## src/hw/rtl/bpfa_ram.sv

```systemverilog
// ----------------------------------------------------------------------------
// bpfa_ram: generic simple dual-port RAM
// One write port and one read port, read data registered.
// ----------------------------------------------------------------------------
`default_nettype none

module bpfa_ram #(
  parameter  int WIDTH = 16,
  parameter  int DEPTH = 256,
  localparam int AW    = (DEPTH > 1) ? $clog2(DEPTH) : 1
) (
  input  logic             clk,
  input  logic             we,
  input  logic [AW-1:0]    waddr,
  input  logic [WIDTH-1:0] wdata,
  input  logic [AW-1:0]    raddr,
  output logic [WIDTH-1:0] rdata
);

  logic [WIDTH-1:0] mem [DEPTH];

  always_ff @(posedge clk) begin
    if (we) begin
      mem[waddr] <= wdata;
    end
    rdata <= mem[raddr];
  end

endmodule

`default_nettype wire

```

## config.mk

```make
export PLATFORM = sky130hd
export DESIGN_NAME = bpfa_ram
export DESIGN_NICKNAME = d
export VERILOG_FILES = /design/src/hw/rtl/bpfa_ram.sv
export SDC_FILE = /design/constraint.sdc
export NUM_CORES = 2
export LEC_CHECK = 0
export ABC_AREA = 1
export BUFFER_PORTS_ARGS = -buffer_cell sky130_fd_sc_hd__buf_2
export CORE_ASPECT_RATIO = 1.4
export CORE_MARGIN = 2
export CORE_UTILIZATION = 40
export CTS_CLUSTER_SIZE = 30
export DETAILED_ROUTE_END_ITERATION = 8
export PLACE_DENSITY = 0.58
export SYNTH_ARGS = -nofsm -noshare
export SYNTH_HDL_FRONTEND = slang
export SYNTH_SLANG_ARGS = --single-unit
```

## constraint.sdc

```tcl
create_clock -name clk -period 2.3 [get_ports clk]
set_input_delay 0.46 -clock clk [delete_from_list [all_inputs] [get_ports clk]]
set_output_delay 0.46 -clock clk [all_outputs]
set_load 0.1 [all_outputs]
```

# After elaboration in Yosys (flattened, before gate mapping)
# Memories as Yosys holds them, arrays and structs flattened. A register that Yosys moved wholly into a read port is not among the register bits.
# Cells that the tools add are included.
[totals]
ff_bits = 0
latchBits = 0
mem_bits_rw = 4096
romBits = 0
inputBits = 34
out_inout_bits = 16
wordCells = 3
mem_count = 1
[op_classes]
addsub = 0
n_mul = 0
n_div = 0
order_cmp = 0
eq_ne = 0
n_shift = 0
muxes = 2
bitwise_logic = 0
reduce_logical = 0
[mem_list]
columns = ["name", "depth", "word_bits", "rd", "rd_clocked_by_memory_dff", "wr", "line", "text"]
rows = [
  ["mem", 256, 16, 1, 1, 1, "20", "logic [WIDTH-1:0] mem [DEPTH];"],
]
[op_table]
columns = ["op", "count"]
rows = [
  ["$mux 1", 2],
]

# Depth between registers and ports, before layout
[depth]
word_depth = 2
mapped_depth = 15
mapped_depth_nobuf = 11

# Worst setup path before layout
# OpenSTA, ideal clock, no wires.
[synth_timing]
path_type = "input port to flip-flop"
from = "input we"
to = "memory mem[164][0], enable pin"
setup_ns = 0.388
t_arrival_ns = 1.912
required_ns = 1.912
path_slack_ns = 0.000
path_stages = 4
path_buffers = 2
cell_sequence = "clkbuf_1 -> nand3_1 -> clkbuf_1 -> nor2_1"
[synth_between]
elab_chain_len = 2
[synth_rtl]
columns = ["item", "line", "text"]
rows = [
  ["start, declared", "13", "input logic we,"],
  ["$mux 1", "23", "if (we) begin"],
  ["$mux 1 (not written as such)", "24", "mem[waddr] <= wdata;"],
  ["end, declared", "20", ""],
]
# No other way between the ends.

==> impl_metrics.tcl <==
set metrics [dict create \
    outcome "complete, but fails checks" \
    violations "negative setup slack" \
    core_sq_mm 0.412 \
    netlist_top_cells_area "edfxtp_1 74%, nand3_1 12%, nand2_1 9.5%" \
    finalClockSkew_ps 51.3 \
    drc 0 \
    port_buffers 49 \
    yosysWarningCount 0 \
    reg2reg_to "rdata[4]" \
    drt-initial-drc-count 11552 \
    hold_end "mem[0][12]" \
    ys_ff_latch 4112 \
    wl_per_cell_microns 25.4 \
    timing.hold.worst_path_depth 1 \
    rsz0062_at_grt "yes" \
    r2r_cells 11 \
    grt_pass1_vias 105583 \
    cts_htree_levels 5 \
    worst_setup_path_start_kind "input pin" \
    cap_violations 0 \
    grt_pass1_wl_microns 740000 \
    critPathCaptureType "register" \
    crit_fanout 29 \
    dpl-instance-area_sq_mm 0.183 \
    setup_viol 3 \
    finalHoldViolations 0 \
    die_w_microns 548 \
    required_ps 3170 \
    die_h_microns 766 \
    clkSinkCount 4112 \
    viasPerCell 5.48 \
    cts_inserted_buffers 377 \
    ys_seq_area_frac 0.744 \
    postLayoutSetupSlackWorst_ps -115 \
    hold_class "in2reg" \
    min_period_ps 2410 \
    first_pass_iters 6 \
    netlist.area_leader.share 0.742 \
    grt_max_degree 92 \
    grt_usage 0.240 \
    async_flop_share 0 \
    period_share 1.05 \
    antenna_left 0 \
    num_rows 279 \
    io_pins 50 \
    dp_hpwl_microns 325000 \
    layout-drive-gt1-share 0.129 \
    gp_congestion 0.911 \
    postCtsSetupRepairBufs 0 \
    crit_type "in2reg" \
    r2r_slack_ps 90 \
    synth_edf_count 4096 \
    via_count 110518 \
    fp.dieArea_sq_mm 0.420 \
    yosysTopAreaCell "edfxtp_1" \
    overflow 0 \
    synth.top_cells.by_count "4211 x nand2_1, 4096 x edfxtp_1, 4035 x nand3_1" \
    drt_wl_total_microns 513000 \
    synth_area_per_cell_sq_um 12.2 \
    synth_cells 13617 \
    grt_antenna_before_repair 18 \
    cp.arrival_ps 3280 \
    worstReg2RegStart "mem[138][4]" \
    path_clk_slew_ps 70 \
    tritoncts "done" \
    slew_viol_final 0 \
    synth_flop_cell "edfxtp_1" \
    synth_cell_types 15 \
    max_slew.worst_pin.slew_ps 967 \
    hold_start "wdata[12]" \
    relSlewSlack 0.355 \
    clk_latency_ps 960 \
    powerDensity_mw_per_mm2 805 \
    leakagePower_uw 0.0690 \
    cts_root_buf "clkbuf_16" \
    stdcell_area_sq_mm 0.195 \
    synth_nets 13651 \
    layout.nets 14411 \
    area_delta_synth_final_pct 17.9 \
    ir_drop_v 0.000684 \
    holdWs_ps 42.7 \
    syn-cell-area_sq_mm 0.166 \
    start_util 0.402 \
    yosysMostFrequentCell "nand2_1" \
    clock_path_buffers 4 \
    max_freq_mhz 414 \
]
logic make-up (layout without fill, tap and decap cells):
| group | Yosys count | in the layout | synth area share |
|---|---|---|---|
| other | 0 | 27 | 0 |
| AND/OR/NAND/NOR | 8529 | 8529 | 0.224 |
| buffers and inverters | 976 | 2028 | 0.0321 |
| flip-flops | 4112 | 4112 | 0.744 |
worst max path at each step:
stage                  start          end  slack [ps]  cells past startpoint
finish              raddr[0]     rdata[9]        -110                     15
CTS                 rdata[2]     rdata[2]         0.4                      1
detailed placement  raddr[0]     rdata[5]       -1190                     14
global placement    raddr[0]     rdata[5]       -1210                     14
global route        raddr[0]     rdata[9]         -10                     15
floorplan                 we  mem[164][0]        -0.4                      4
per-stage QoR:
step                      cells  TNS [ps]   util  setup slack (ps)  power (uW)
after global routing      20150     -9.93  0.474             -9.93      161000
after CTS                 20148         0  0.474             0.388      158000
final                     20175      -132  0.474              -115      157000
after detailed placement  19463    -15080  0.444             -1190       95900
after global placement    19463    -15170  0.444             -1210       95800
after floorplan           13617     -55.4      -            -0.444       89600
power by group:
group          total, uW  switching [uW]  internal [uW]
logic              11700            8290           3450
clock network      62800           27700          35100
registers          82700             117          82500
cell usage in the layout (no fill, tap or decap), drive strengths merged:
cell type,synthesis,routed
nor2,283,283
clkbuf,154,461
dlygate4sd3,0,14
nand2,4211,4211
dfxtp,16,16
inv,39,46
nand3,4035,4035
clkinvlp,0,16
buf,783,1304
diode,0,27
bufinv,0,36
clkinv,0,151
edfxtp,4096,4096
sequential cells by signal (all words and copies together) (netlist names):
register  cells
rdata        16
mem        4096
metal layers:
layer	global-route usage	vias up	routed length, microns
met5	0	-	38
met3	0.0275	867	35800
li1	-	50139	-
met4	0.112	6	25400
met1	0.307	54987	198000
met2	0.409	4519	254000
final cells by class:
class	count	area, sq um
clock inverters	210	2040
multi-input cells	8529	37200
diodes	27	67.6
fillers	35887	217000
clock buffers	461	10100
well taps	5479	6860
flip-flops and latches	4112	123000
inverters	39	200
repair buffers	1318	15700
critical path, cell delays in order:
cell and delay (ps):
buf_12 140, inv_16 210, buf_12 210, buf_4 330
nand2_1 100, nand3_1 90, nand3_1 90, nand3_1 130
nand3_1 280, nand3_1 250, nand3_1 100, buf_4 180
nand2_1 220, nand2_1 200, nand2_1 140
repair_timing:
action,CTS,global route
hold buffers,14,0
endpoints found under the hold margin,232,0
endpoints found under the setup margin,21,3
pin swaps,0,0
gates resized for setup,35,6
Power figures use the tool's default switching activity.
