<file path="config.mk">
export PLATFORM = sky130hd
export DESIGN_NAME = bpfa_word_unit
export DESIGN_NICKNAME = d
export VERILOG_FILES = /design/src/hw/rtl/bpfa_pkg.sv /design/src/hw/rtl/bpfa_word_unit.sv
export SDC_FILE = /design/constraint.sdc
export NUM_CORES = 1
export LEC_CHECK = 0
export BUFFER_PORTS_ARGS = -buffer_cell sky130_fd_sc_hd__clkbuf_2
export CORE_MARGIN = 4
export CORE_UTILIZATION = 62
export DETAILED_ROUTE_END_ITERATION = 12
export GPL_TIMING_DRIVEN = 0
export PLACE_DENSITY = 0.82
export SYNTH_ARGS = -nofsm -noshare
export SYNTH_HDL_FRONTEND = slang
export SYNTH_SLANG_ARGS = --single-unit
</file>
<file path="constraint.sdc">
create_clock -name vclk -period 6.4
set_clock_uncertainty 0.1 [all_clocks]
set_input_delay 0.64 -clock vclk [all_inputs]
set_output_delay 0.64 -clock vclk [all_outputs]
set_load 0.01 [all_outputs]
</file>
<file path="src/hw/rtl/bpfa_pkg.sv">
// ----------------------------------------------------------------------------
// bpfa_pkg: shared types and constants for the page-frame allocator
// Command and result beat layouts, mode and status codes, and the word-level
// scan result passed from the word unit to the sequencer.
// ----------------------------------------------------------------------------
`default_nettype none

package bpfa_pkg;

  localparam int NUM_PAGES_DEF = 4096;

  // The bitmap is held as 16-bit words, one word per RAM entry
  localparam int WORD_W = 16;
  localparam int BIT_W  = 4;
  localparam int CNT_W  = 5;   // holds 0..WORD_W

  localparam int MODE_W = 3;
  localparam int PAGE_W = 20;
  localparam int END_W  = 21;
  localparam int LEN_W  = 13;
  localparam int IDX_W  = 12;

  localparam logic [MODE_W-1:0] MODE_ALLOC_ONE  = 3'd0;
  localparam logic [MODE_W-1:0] MODE_ALLOC_RUN  = 3'd1;
  localparam logic [MODE_W-1:0] MODE_FREE_PAGE  = 3'd2;
  localparam logic [MODE_W-1:0] MODE_RANGE_FREE = 3'd3;
  localparam logic [MODE_W-1:0] MODE_RANGE_USED = 3'd4;

  localparam logic ST_OK  = 1'b0;
  localparam logic ST_OOM = 1'b1;

  typedef struct packed {
    logic [MODE_W-1:0] mode;
    logic [PAGE_W-1:0] page;
    logic [END_W-1:0]  range_end;
    logic [LEN_W-1:0]  run_length;
  } bpfa_cmd_t;

  typedef struct packed {
    logic             status;
    logic [IDX_W-1:0] page_index;
  } bpfa_rsp_t;

  typedef struct packed {
    logic             all_free;  // every page in the word is free
    logic             cont_hit;  // run carried in from lower words completes here
    logic             win_hit;   // a run fits entirely inside this word
    logic [BIT_W-1:0] win_pos;   // lowest bit of that run
    logic [CNT_W-1:0] suffix;    // free pages at the top of the word
  } bpfa_scan_t;

endpackage

`default_nettype wire

</file>
<file path="src/hw/rtl/bpfa_word_unit.sv">
// ----------------------------------------------------------------------------
// bpfa_word_unit: per-word search and update unit
// Looks at one 16-page bitmap word: free-run search for allocation and the
// masked set/clear used by range writes.
// ----------------------------------------------------------------------------
`default_nettype none

module bpfa_word_unit (
  input  logic [bpfa_pkg::WORD_W-1:0] word,
  input  logic [bpfa_pkg::LEN_W-1:0]  len,
  input  logic [bpfa_pkg::LEN_W-1:0]  cnt,
  input  logic [bpfa_pkg::BIT_W-1:0]  lo,
  input  logic [bpfa_pkg::BIT_W-1:0]  hi,
  input  logic                        set_val,
  output bpfa_pkg::bpfa_scan_t        scan,
  output logic [bpfa_pkg::WORD_W-1:0] wdata
);

  import bpfa_pkg::*;

  logic [CNT_W-1:0]  prefix;
  logic [CNT_W-1:0]  suffix;
  logic [WORD_W-1:0] len_mask;
  logic [WORD_W-1:0] range_mask;
  logic              win_hit;
  logic [BIT_W-1:0]  win_pos;
  logic [LEN_W:0]    cont_sum;

  // free pages from bit 0 up to the first used one
  always_comb begin
    prefix = CNT_W'(WORD_W);
    for (int j = WORD_W - 1; j >= 0; j--) begin
      if (word[j]) prefix = CNT_W'(j);
    end
  end

  // free pages from the top down to the last used one
  always_comb begin
    suffix = CNT_W'(WORD_W);
    for (int j = 0; j < WORD_W; j++) begin
      if (word[j]) suffix = CNT_W'(WORD_W - 1 - j);
    end
  end

  assign len_mask = (len >= LEN_W'(WORD_W)) ? '1 :
                    ((WORD_W'(1) << len[BIT_W-1:0]) - WORD_W'(1));

  // lowest window of len free pages lying wholly inside the word
  always_comb begin
    win_hit = 1'b0;
    win_pos = '0;
    for (int s = WORD_W - 1; s >= 0; s--) begin
      if ((32'(s) + 32'(len) <= 32'(WORD_W)) && (((word >> s) & len_mask) == '0)) begin
        win_hit = 1'b1;
        win_pos = BIT_W'(s);
      end
    end
  end

  assign cont_sum = {1'b0, cnt} + (LEN_W + 1)'(prefix);

  always_comb begin
    for (int j = 0; j < WORD_W; j++) begin
      range_mask[j] = (BIT_W'(j) >= lo) && (BIT_W'(j) <= hi);
    end
  end

  assign wdata = set_val ? (word | range_mask) : (word & ~range_mask);

  assign scan.all_free = (word == '0);
  assign scan.cont_hit = (cnt != '0) && (cont_sum >= {1'b0, len});
  assign scan.win_hit  = win_hit;
  assign scan.win_pos  = win_pos;
  assign scan.suffix   = suffix;

endmodule

`default_nettype wire

</file>
### Word level (Yosys, flattened, before mapping)

Cells that the tools add are included.

| operators by class | value |
|---|---|
| add/subtract/negate cells | 17 |
| magnitude comparators | 50 |
| shifts and indexed selects | 1 |
| multiplexer cells | 66 |
| bitwise gates (word level) | 19 |
| reductions and logical operators | 51 |

Operator list:

| operator | count |
|---|---|
| zero test 16 bit | 17 |
| less-or-equal comparator 14 x 5 -> 1 bit, second input constant | 15 |
| two-way mux 5 bit | 32 |
| adder 4 x 13 -> 14 bit, first input constant | 8 |
| two-way mux 4 bit | 16 |
| adder 3 x 13 -> 14 bit, first input constant | 4 |
| logical AND 1 bit | 33 |
| AND 16 bit | 2 |
| greater-or-equal comparator 4 bit, first input constant | 8 |
| less-or-equal comparator 4 bit, first input constant | 8 |
| two-way mux 16 bit | 2 |
| adder 2 x 13 -> 14 bit, first input constant | 2 |
| AND 1 x 16 -> 16 bit | 1 |
| AND 10 x 16 -> 16 bit | 1 |
| AND 11 x 16 -> 16 bit | 1 |
| AND 12 x 16 -> 16 bit | 1 |
| AND 13 x 16 -> 16 bit | 1 |
| AND 14 x 16 -> 16 bit | 1 |
| AND 15 x 16 -> 16 bit | 1 |
| AND 2 x 16 -> 16 bit | 1 |
| AND 3 x 16 -> 16 bit | 1 |
| AND 4 x 16 -> 16 bit | 1 |
| AND 5 x 16 -> 16 bit | 1 |
| AND 6 x 16 -> 16 bit | 1 |
| other kinds (20) | 45 |

| word-level totals | value |
|---|---|
| bits in registers | 0 |
| input port bits | 51 |
| output and inout port bits | 28 |
| logic and storage cells | 204 |

### Depth between registers and ports, before layout

Gate-level depths: netlist of the first run.

| depth | value |
|---|---|
| depth after elaboration | 22 |
| mapped depth | 27 |

### Worst setup path before layout of the first run

OpenSTA, ideal clock, no wires.

| path | value |
|---|---|
| path type | input to output |
| start | input word[15] in the netlist's numbering |
| end | output scan[10] in the netlist's numbering |
| data arrival time | 4392 ps |
| data required time | 5660 ps |
| path slack | 1268 ps |
| cell stages on the path | 26 |
| path through | clkbuf_1 buf_1 nor2b_1 o21ai_0 a21oi_1 o21bai_1 a21oi_1 nor2_1 nor2_1 o21bai_1 a21oi_1 ha_1 inv_1 fa_1 inv_1 a21oi_1 o21ai_0 a21o_1 nand2_1 nor2_1 xor2_1 ha_1 a21o_1 a211oi_1 o21a_1 o21ai_0 |

RTL lines:

| what | line | RTL |
|---|---|---|
| start: declaration | bpfa_word_unit.sv:9 | `input logic [bpfa_pkg::WORD_W-1:0] word,` |
| end: declaration | bpfa_word_unit.sv:15 | `output bpfa_pkg::bpfa_scan_t scan,` |

==> results.json, run 1 <==
{
  "rows": 34,
  "criticalPathCategory": "in2out",
  "diodes": 0,
  "drv_cap": 0,
  "synthTopCellsByArea": "ha_1 (7.6%), a21oi_1 (6.7%), xnor2_1 (6.1%), nand2_1 (5.2%), o21ai_0 (5.0%)",
  "drc_errors": 1,
  "gp_congestion": 1.18,
  "cp_num_cells": 28,
  "slew_headroom_pct": 40.1,
  "final_max_slew_viol_count": 0,
  "antenna_left": 0,
  "min_period_ns": 6.12,
  "outcome": "finished, violations left",
  "post_drt_via_cell_ratio": 7.84,
  "netlist_area_um2": 5780,
  "hold_viol": 0,
  "dp_slack_ns": 0.291,
  "synthesis.nets": 984,
  "die_h_um": 105,
  "syn-instance-count": 897,
  "cts_hold_buf": 0,
  "crit_buf_inv": 6,
  "cts_setup_buffers": 0,
  "grt_pass1_wl_um": 41400,
  "syn2layout_area_growth_pct": 8.52,
  "hold_depth": 3,
  "fillers": 857,
  "hold_path_end": "wdata[3]",
  "critPathSlowestCell": "clkbuf_1",
  "required_ns": 5.66,
  "wl_per_cell_um": 25.3,
  "critPathMostFrequentCell": "a21oi_1",
  "fin_crit_sh_pct": 95.7,
  "fin_setup_tns_ns": 0,
  "clkbuf_count": 0,
  "layout.nets": 1057,
  "regArea_um2": 0,
  "yosysMostFrequentCell": "nand2_1",
  "io_pins": 79,
  "path_delay_family": "compound AO/OA/AOI/OAI gates",
  "worstMarginPinSlew_ns": 0.876,
  "critPathLaunchType": "primary input",
  "cp_slowest_stage_delay_ns": 0.48,
  "synth_common_cells": "nand2_1 (80), a21oi_1 (77), nor2_1 (61)",
  "drt_iter0_markers": 1542,
  "yosysWarnings": 0,
  "post_cts_resized": 0,
  "layout_setup_ws_ns": 0.278,
  "total_leakage_power_uw": 0.00237,
  "max_freq_mhz": 163,
  "irDropWorstVdd_mv": 0.0516,
  "dr.pass1.iters": 13,
  "avgSynthCellArea_um2": 6.45,
  "via_count": 8438,
  "drive_above_1_share_pct": 14.6,
  "netlist.area_leader.share_pct": 7.57,
  "seq_cells": 0,
  "drt_wl_total_um": 27200,
  "core_area_um2": 8890,
  "critical_path_arrival_ns": 5.38,
  "grt_setup_unrepaired": "yes",
  "antenna_found_initial": 0,
  "hp-start": "set_val",
  "p_per_area_nw_per_um2": 63.4,
  "yosys.area.top_type": "ha_1",
  "start_util_pct": 65.0,
  "critPathCaptureType": "output pin",
  "dp_hpwl_um": 20700,
  "grt_pass1_vias": 7445,
  "setup_viol": 0,
  "die_width_um": 105,
  "port_buffers": 71,
  "worstPathMaxFanout": 10,
  "grt_max_degree": 14,
  "track_usage_pct": 46.4,
  "yosysSeqAreaShare_pct": 0,
  "synthDistinctLibCells": 85,
  "dieArea_um2": 10900,
  "grt-ovfl-total": 0,
  "hp-class": "in2out",
  "violations": "design-rule violations"
}
## cells in the final DEF, fill, tap and decap left out, types with 20 or more instances in the layout
master,count
xnor2_1,40
ha_1,35
a21oi_1,77
nor3_1,23
nand2_1,80
buf_2,20
nand4_1,24
nand3_1,43
o21ai_0,58
nor2_1,61
inv_1,30
clkbuf_1,46
clkbuf_2,73
## cell type report
| type | instances | area [um^2] | area share, % |
|---|---|---|---|
| plain buffers | 80 | 369 | 5.88 |
| inverters | 38 | 143 | 2.27 |
| multi-input cells | 779 | 5270 | 84.0 |
| repair buffers | 71 | 355 | 5.66 |
| well taps | 108 | 135 | 2.15 |
## how the worst max path moves through the flow
| stage | slack (ns) | startpoint | endpoint |
|---|---|---|---|
| 2_1_floorplan | 1.27 | word[15] | scan[10] |
| 3_3_place_gp | 0.39 | word[15] | scan[10] |
| 3_5_place_dp | 0.29 | word[15] | scan[10] |
| 4_1_cts | 0.28 | word[15] | scan[10] |
| 5_1_grt | -0.06 | word[15] | scan[10] |
| 6_report | 0.28 | word[15] | scan[10] |
## per-stage QoR
step / utilization, % / std cells / area [um^2] / hold WS (ns) / power [uW]
floorplan: - / 897 / 5780 / 1.33 / 243
global placement: 70.6 / 1076 / 6270 / 1.59 / 364
detailed placement: 70.6 / 1076 / 6270 / 1.59 / 369
CTS: 70.6 / 1076 / 6270 / 1.59 / 371
global route: 70.6 / 1076 / 6280 / 1.62 / 416
finish: 70.6 / 1076 / 6280 / 1.60 / 398
## kinds of logic after synthesis
group | after synthesis | share of synthesized area, %
AOI/OAI and AO/OA | 329 | 39.8
xor gates and xnor gates | 48 | 7.27
adders and majority gates | 38 | 8.26
buffers and inverters | 118 | 8.81
muxes | 25 | 4.63
and+or+nand+nor | 339 | 31.2
## metal layers
metal,up-vias,part of all wire (%),track usage [%]
met1,3715,35,59.6
met2,878,39,66.8
met4,0,9.0,28.9
met5,-,0,0
li1,3584,-,-
met3,261,17,15.1
## where the power goes
part / internal, uW / switching (uW)
clock: 0 / 0
combinational: 130 / 268
sequential: 0 / 0
total: 130 / 268
Note: power is estimated with default switching activity, not from simulation.
==> inputs of run 2 (changes only) <==
--- a/config.mk
+++ b/config.mk
@@ -5,7 +5,7 @@
 export SDC_FILE = /design/constraint.sdc
 export NUM_CORES = 1
 export LEC_CHECK = 0
-export BUFFER_PORTS_ARGS = -buffer_cell sky130_fd_sc_hd__clkbuf_2
+export BUFFER_PORTS_ARGS = -buffer_cell sky130_fd_sc_hd__buf_2
 export CORE_MARGIN = 4
 export CORE_UTILIZATION = 62
 export DETAILED_ROUTE_END_ITERATION = 12
==> run 2 against run 1 <==
Routed wire length is essentially flat. Global-route usage up 0.91 points. Critical path depth fell by 1. Utilization down 0.056 points. The run now ends clean. Die area did not move. Sequential share of layout area is the same. Setup slack better by 0.13 ns. Fmax is 2.2% higher. Combinational power about the same. Largest cell class unchanged.
==> results.json, run 2 (synthesis gave the netlist of run 1 again) <==
{
  "io_pins": 79,
  "die_h_um": 105,
  "final_max_slew_viol_count": 0,
  "grt_pass1_wl_um": 42000,
  "p_per_area_nw_per_um2": 63.4,
  "via_count": 8433,
  "pwr-share-comb_pct": 100.0,
  "drt_iter0_markers": 1699,
  "criticalPathCategory": "in2out",
  "track_usage_pct": 47.3,
  "worstMarginPinSlew_ns": 1.02,
  "fin_setup_tns_ns": 0,
  "layout.nets": 1056,
  "required_ns": 5.66,
  "switching_power_uw": 267,
  "timing.hold.ws_ns": 1.58,
  "cell_internal_pwr_uw": 130,
  "drv_cap": 0,
  "hold_viol": 0,
  "outcome": "finished clean",
  "antenna_left": 0,
  "syn2layout_area_growth_pct": 8.44,
  "rows": 34,
  "drt_wl_total_um": 27200,
  "die_width_um": 105,
  "dp_hpwl_um": 20700,
  "multi_input_area_um2": 5270,
  "p_seq_share_pct": 0,
  "drc_errors": 0,
  "worstPathMaxFanout": 11,
  "fin_area_um2": 6270,
  "fillers": 849,
  "mostFrequentLayoutCells": "buf_2 (91), nand2_1 (80), a21oi_1 (77)",
  "wl_per_cell_um": 25.3,
  "core_area_um2": 8890,
  "irDropWorstVdd_mv": 0.0442,
  "placed_area_um2": 6270,
  "grt_max_degree": 14,
  "start_util_pct": 65.0,
  "regArea_um2": 0,
  "setup_viol": 0,
  "grt-ovfl-total": 0,
  "max_freq_mhz": 167,
  "critical_path_arrival_ns": 5.25,
  "port_buffers": 71,
  "grt_setup_unrepaired": "no",
  "antenna_found_initial": 0,
  "swShare_pct": 67.2,
  "min_period_ns": 5.99,
  "dr.pass1.iters": 13,
  "dieArea_um2": 10900,
  "critPathLaunchType": "primary input",
  "seq_cells": 0,
  "fin_crit_sh_pct": 93.6,
  "hp-class": "in2out",
  "drive_above_1_share_pct": 14.5,
  "gp_congestion": 1.21,
  "slew_headroom_pct": 31.0,
  "diodes": 0,
  "grt_pass1_vias": 7543,
  "pwr-share-clk_pct": 0,
  "total_leakage_power_uw": 0.00236,
  "clkbuf_count": 0,
  "post_drt_via_cell_ratio": 7.84,
  "final_common_cell": "buf_2",
  "critPathCaptureType": "output pin"
}
[run 2: repair_timing]
item,in CTS,in global routing
setup buffers,0,0
resized for setup,0,2
endpoints found under the setup margin,0,6
hold buffers,0,0
[run 2: area by class of cell]
| type | instances | area share [%] |
|---|---|---|
| multi-input combinational | 779 | 84.1 |
| buffer | 79 | 5.81 |
| timing repair buffer | 71 | 5.67 |
| inverter | 38 | 2.27 |
| tap | 108 | 2.15 |
[run 2: metrics by stage]
step	power, uW	setup slack, ns	cells	utilization (%)
floorplan	243	1.27	897	-
global placement	365	0.329	1076	70.6
detailed placement	369	0.282	1076	70.6
CTS	370	0.251	1076	70.6
global route	417	0.108	1075	70.5
finish	397	0.408	1075	70.5
[run 2: critical path, cell delays in order]
cell      delay (ns)
buf_2           0.29
buf_1           0.49
nor2b_1         0.21
o21ai_0         0.09
a21oi_1         0.16
o21bai_1        0.08
a21oi_1         0.16
nor2_1          0.05
nor2_1          0.10
o21bai_1        0.07
a21oi_1         0.21
ha_1            0.21
inv_1           0.06
fa_1            0.40
inv_1           0.08
a21oi_1         0.05
o21ai_0         0.24
a21o_1          0.16
nand2_1         0.09
nor2_1          0.15
xor2_1          0.19
ha_1            0.27
a21o_1          0.18
a211oi_1        0.24
o21a_1          0.16
o21ai_0         0.08
buf_2           0.14
[run 2: power groups by stage]
stage | sequential, uW | clock [uW] | combinational (uW)
floorplan | 0 | 0 | 243
global placement | 0 | 0 | 365
detailed placement | 0 | 0 | 369
CTS | 0 | 0 | 370
global route | 0 | 0 | 417
finish | 0 | 0 | 397
[run 2: layer usage]
metal	global-route usage, %	vias up	part of all wire [%]
met1	61.8	3672	35
li1	-	3584	-
met3	15.2	260	17
met5	0	-	0
met2	69.2	917	39
met4	24.9	0	8.8
[run 2: final timing paths]
| path | from | cells after the start | end |
|---|---|---|---|
| min | set_val | 3 | wdata[0] |
| max | word[15] | 27 | scan[10] |
==> inputs of run 3 (changes only) <==
--- a/config.mk
+++ b/config.mk
@@ -5,12 +5,13 @@
 export SDC_FILE = /design/constraint.sdc
 export NUM_CORES = 1
 export LEC_CHECK = 0
+export ABC_AREA = 1
 export BUFFER_PORTS_ARGS = -buffer_cell sky130_fd_sc_hd__buf_2
 export CORE_MARGIN = 4
-export CORE_UTILIZATION = 62
+export CORE_UTILIZATION = 63
 export DETAILED_ROUTE_END_ITERATION = 12
 export GPL_TIMING_DRIVEN = 0
-export PLACE_DENSITY = 0.82
+export PLACE_DENSITY = 0.83
 export SYNTH_ARGS = -nofsm -noshare
 export SYNTH_HDL_FRONTEND = slang
 export SYNTH_SLANG_ARGS = --single-unit
==> run 3 against run 2 <==
Fmax is 8.4% higher. First-iteration DRC count shrank 10%. Sequential share of layout area unchanged. Area after synthesis up 6.7%. Via count grew 5.2%. Cell area increased by 6.4%. Non-clock buffer count shrank 33. Critical path depth grew 1. Global-route usage fell by 3.6 points. Routed wire length fell by 4.8%. Sequential cell count stayed put. Synthesized cell count grew 34%. Critical path type unchanged. Critical endpoint unchanged. Largest cell class unchanged. Highest routed layer unchanged.
==> results.json, run 3 <==
{
  "regArea_um2": 0,
  "cts_setup_buffers": 0,
  "met1_usage_pct": 55.7,
  "layout.nets": 1358,
  "seq_cells": 0,
  "synth.area.mux_share_pct": 0,
  "yosysMostFrequentCell": "nand2_1",
  "critPathLaunchType": "primary input",
  "dp_slack_ns": 0.944,
  "rows": 35,
  "start_util_pct": 65.8,
  "synthDistinctLibCells": 59,
  "grt_util_met2_pct": 66.1,
  "antenna_found_initial": 0,
  "final_common_cell": "nand2_1",
  "io_pins": 79,
  "die_width_um": 107,
  "critPathCaptureType": "output pin",
  "grt_max_degree": 15,
  "synth_common_cells": "nand2_1 (344), nor2_1 (150), inv_1 (135)",
  "synth_top_family_by_area": "simple AND/OR/NAND/NOR gates",
  "post_cts_resized": 0,
  "netlist.area_leader.share_pct": 20.9,
  "syn-instance-count": 1201,
  "worstPathMaxFanout": 7,
  "finalPower_uw": 387,
  "synthTopCellsByArea": "nand2_1 (21%), nor2_1 (9.1%), inv_1 (8.2%), xor2_1 (7.4%), nand3_1 (7.3%)",
  "via_count": 8875,
  "irDropWorstVdd_mv": 0.0426,
  "mostFrequentLayoutCells": "nand2_1 (344), nor2_1 (150), inv_1 (135)",
  "grt_setup_unrepaired": "no",
  "fin_area_um2": 6670,
  "clkbuf_count": 0,
  "track_usage_pct": 43.7,
  "min_period_ns": 5.53,
  "drv_cap": 0,
  "antenna_left": 0,
  "yosysWarnings": 0,
  "core_area_um2": 9370,
  "hold_viol": 0,
  "drive_above_1_share_pct": 12.4,
  "setup_viol": 0,
  "dr.pass1.iters": 9,
  "synth_compound_gate_area_share_pct": 20.7,
  "fillers": 937,
  "yosys.area_share.simple_pct": 50.4,
  "fin_crit_sh_pct": 86.4,
  "cts_hold_buf": 0,
  "placed_area_um2": 6670,
  "gp_congestion": 1.16,
  "yosys.area.top_type": "nand2_1",
  "critical_path_arrival_ns": 4.79,
  "grt_pass1_vias": 7981,
  "synthesis.nets": 1288,
  "grt_use_met3_pct": 11.4,
  "drt_wl_total_um": 25900,
  "port_buffers": 68,
  "die_h_um": 107,
  "fin_setup_tns_ns": 0,
  "netlist_area_um2": 6170,
  "critPathSlowestCell": "fa_1",
  "hp-class": "in2out",
  "worstMarginPinSlew_ns": 0.883,
  "post_drt_via_cell_ratio": 6.35,
  "outcome": "finished clean",
  "final_max_slew_viol_count": 0,
  "drc_errors": 0,
  "critPathMostFrequentCell": "nand2_1",
  "cp_slowest_stage_delay_ns": 0.40,
  "yosysSeqAreaShare_pct": 0,
  "grt_pass1_wl_um": 40300,
  "avgSynthCellArea_um2": 5.14,
  "grt-ovfl-total": 0,
  "synth-xor-area-share_pct": 7.67,
  "crit_buf_inv": 4,
  "p_per_area_nw_per_um2": 58.1,
  "wl_per_cell_um": 18.5,
  "grt.busiest_layer": "met2",
  "layout_setup_ws_ns": 0.873,
  "dieArea_um2": 11400,
  "dp_hpwl_um": 19800,
  "multi_input_area_um2": 5320,
  "slew_headroom_pct": 41.1,
  "required_ns": 5.66,
  "drt_iter0_markers": 1523,
  "max_freq_mhz": 181,
  "criticalPathCategory": "in2out",
  "synthAdderAreaFrac_pct": 7.42,
  "total_leakage_power_uw": 0.00342,
  "path_delay_family": "compound AO/OA/AOI/OAI gates",
  "syn2layout_area_growth_pct": 8.13,
  "diodes": 0
}
==> run 3: cell count changes after synthesis, sizes merged, moves of 26 or more <==
| cell | delta |
|---|---|
| nand2 | +270 |
| a21oi | -26 |
| o21ai | +26 |
| clkbuf | -29 |
| nand3 | +51 |
| xor2 | +44 |
| nor2 | +110 |
| xnor2 | -38 |
| inv | +115 |
==> run 3: where the power goes <==
part           switching (uW)  total (uW)  leakage, uW  internal [uW]
combinational             268         387      0.00342            120
sequential                  0           0            0              0
clock                       0           0            0              0
==> run 3: area by class of cell <==
class,count,area share (%)
buffer,49,3.98
inverter,156,8.81
multi-input combinational,996,79.7
tap,129,2.42
timing repair buffer,68,5.10
==> run 3: cells by family after synthesis <==
group	count (synthesis)
simple gates	694
compound gates	212
buf+inv	205
xor+xnor	54
fa+ha+maj	36
==> run 3: stage by stage <==
step	hold WS [ns]	util [%]	instances
2_1_floorplan	1.34	-	1201
3_3_place_gp	1.48	71.2	1398
3_5_place_dp	1.49	71.2	1398
4_1_cts	1.49	71.2	1398
5_1_grt	1.55	71.2	1398
6_report	1.49	71.2	1398
==> run 3: metal layers <==
metal | vias up | part of all wire [%]
li1 | 4086 | -
met1 | 3843 | 36
met2 | 780 | 41
met3 | 166 | 16
met4 | 0 | 7.6
met5 | - | 0
==> run 3: worst paths after layout <==
check / end / startpoint / slack, ns / cells past startpoint
setup / recovery: scan[10] / word[15] / 0.87 / 28
hold / removal: wdata[15] / set_val / 1.49 / 4
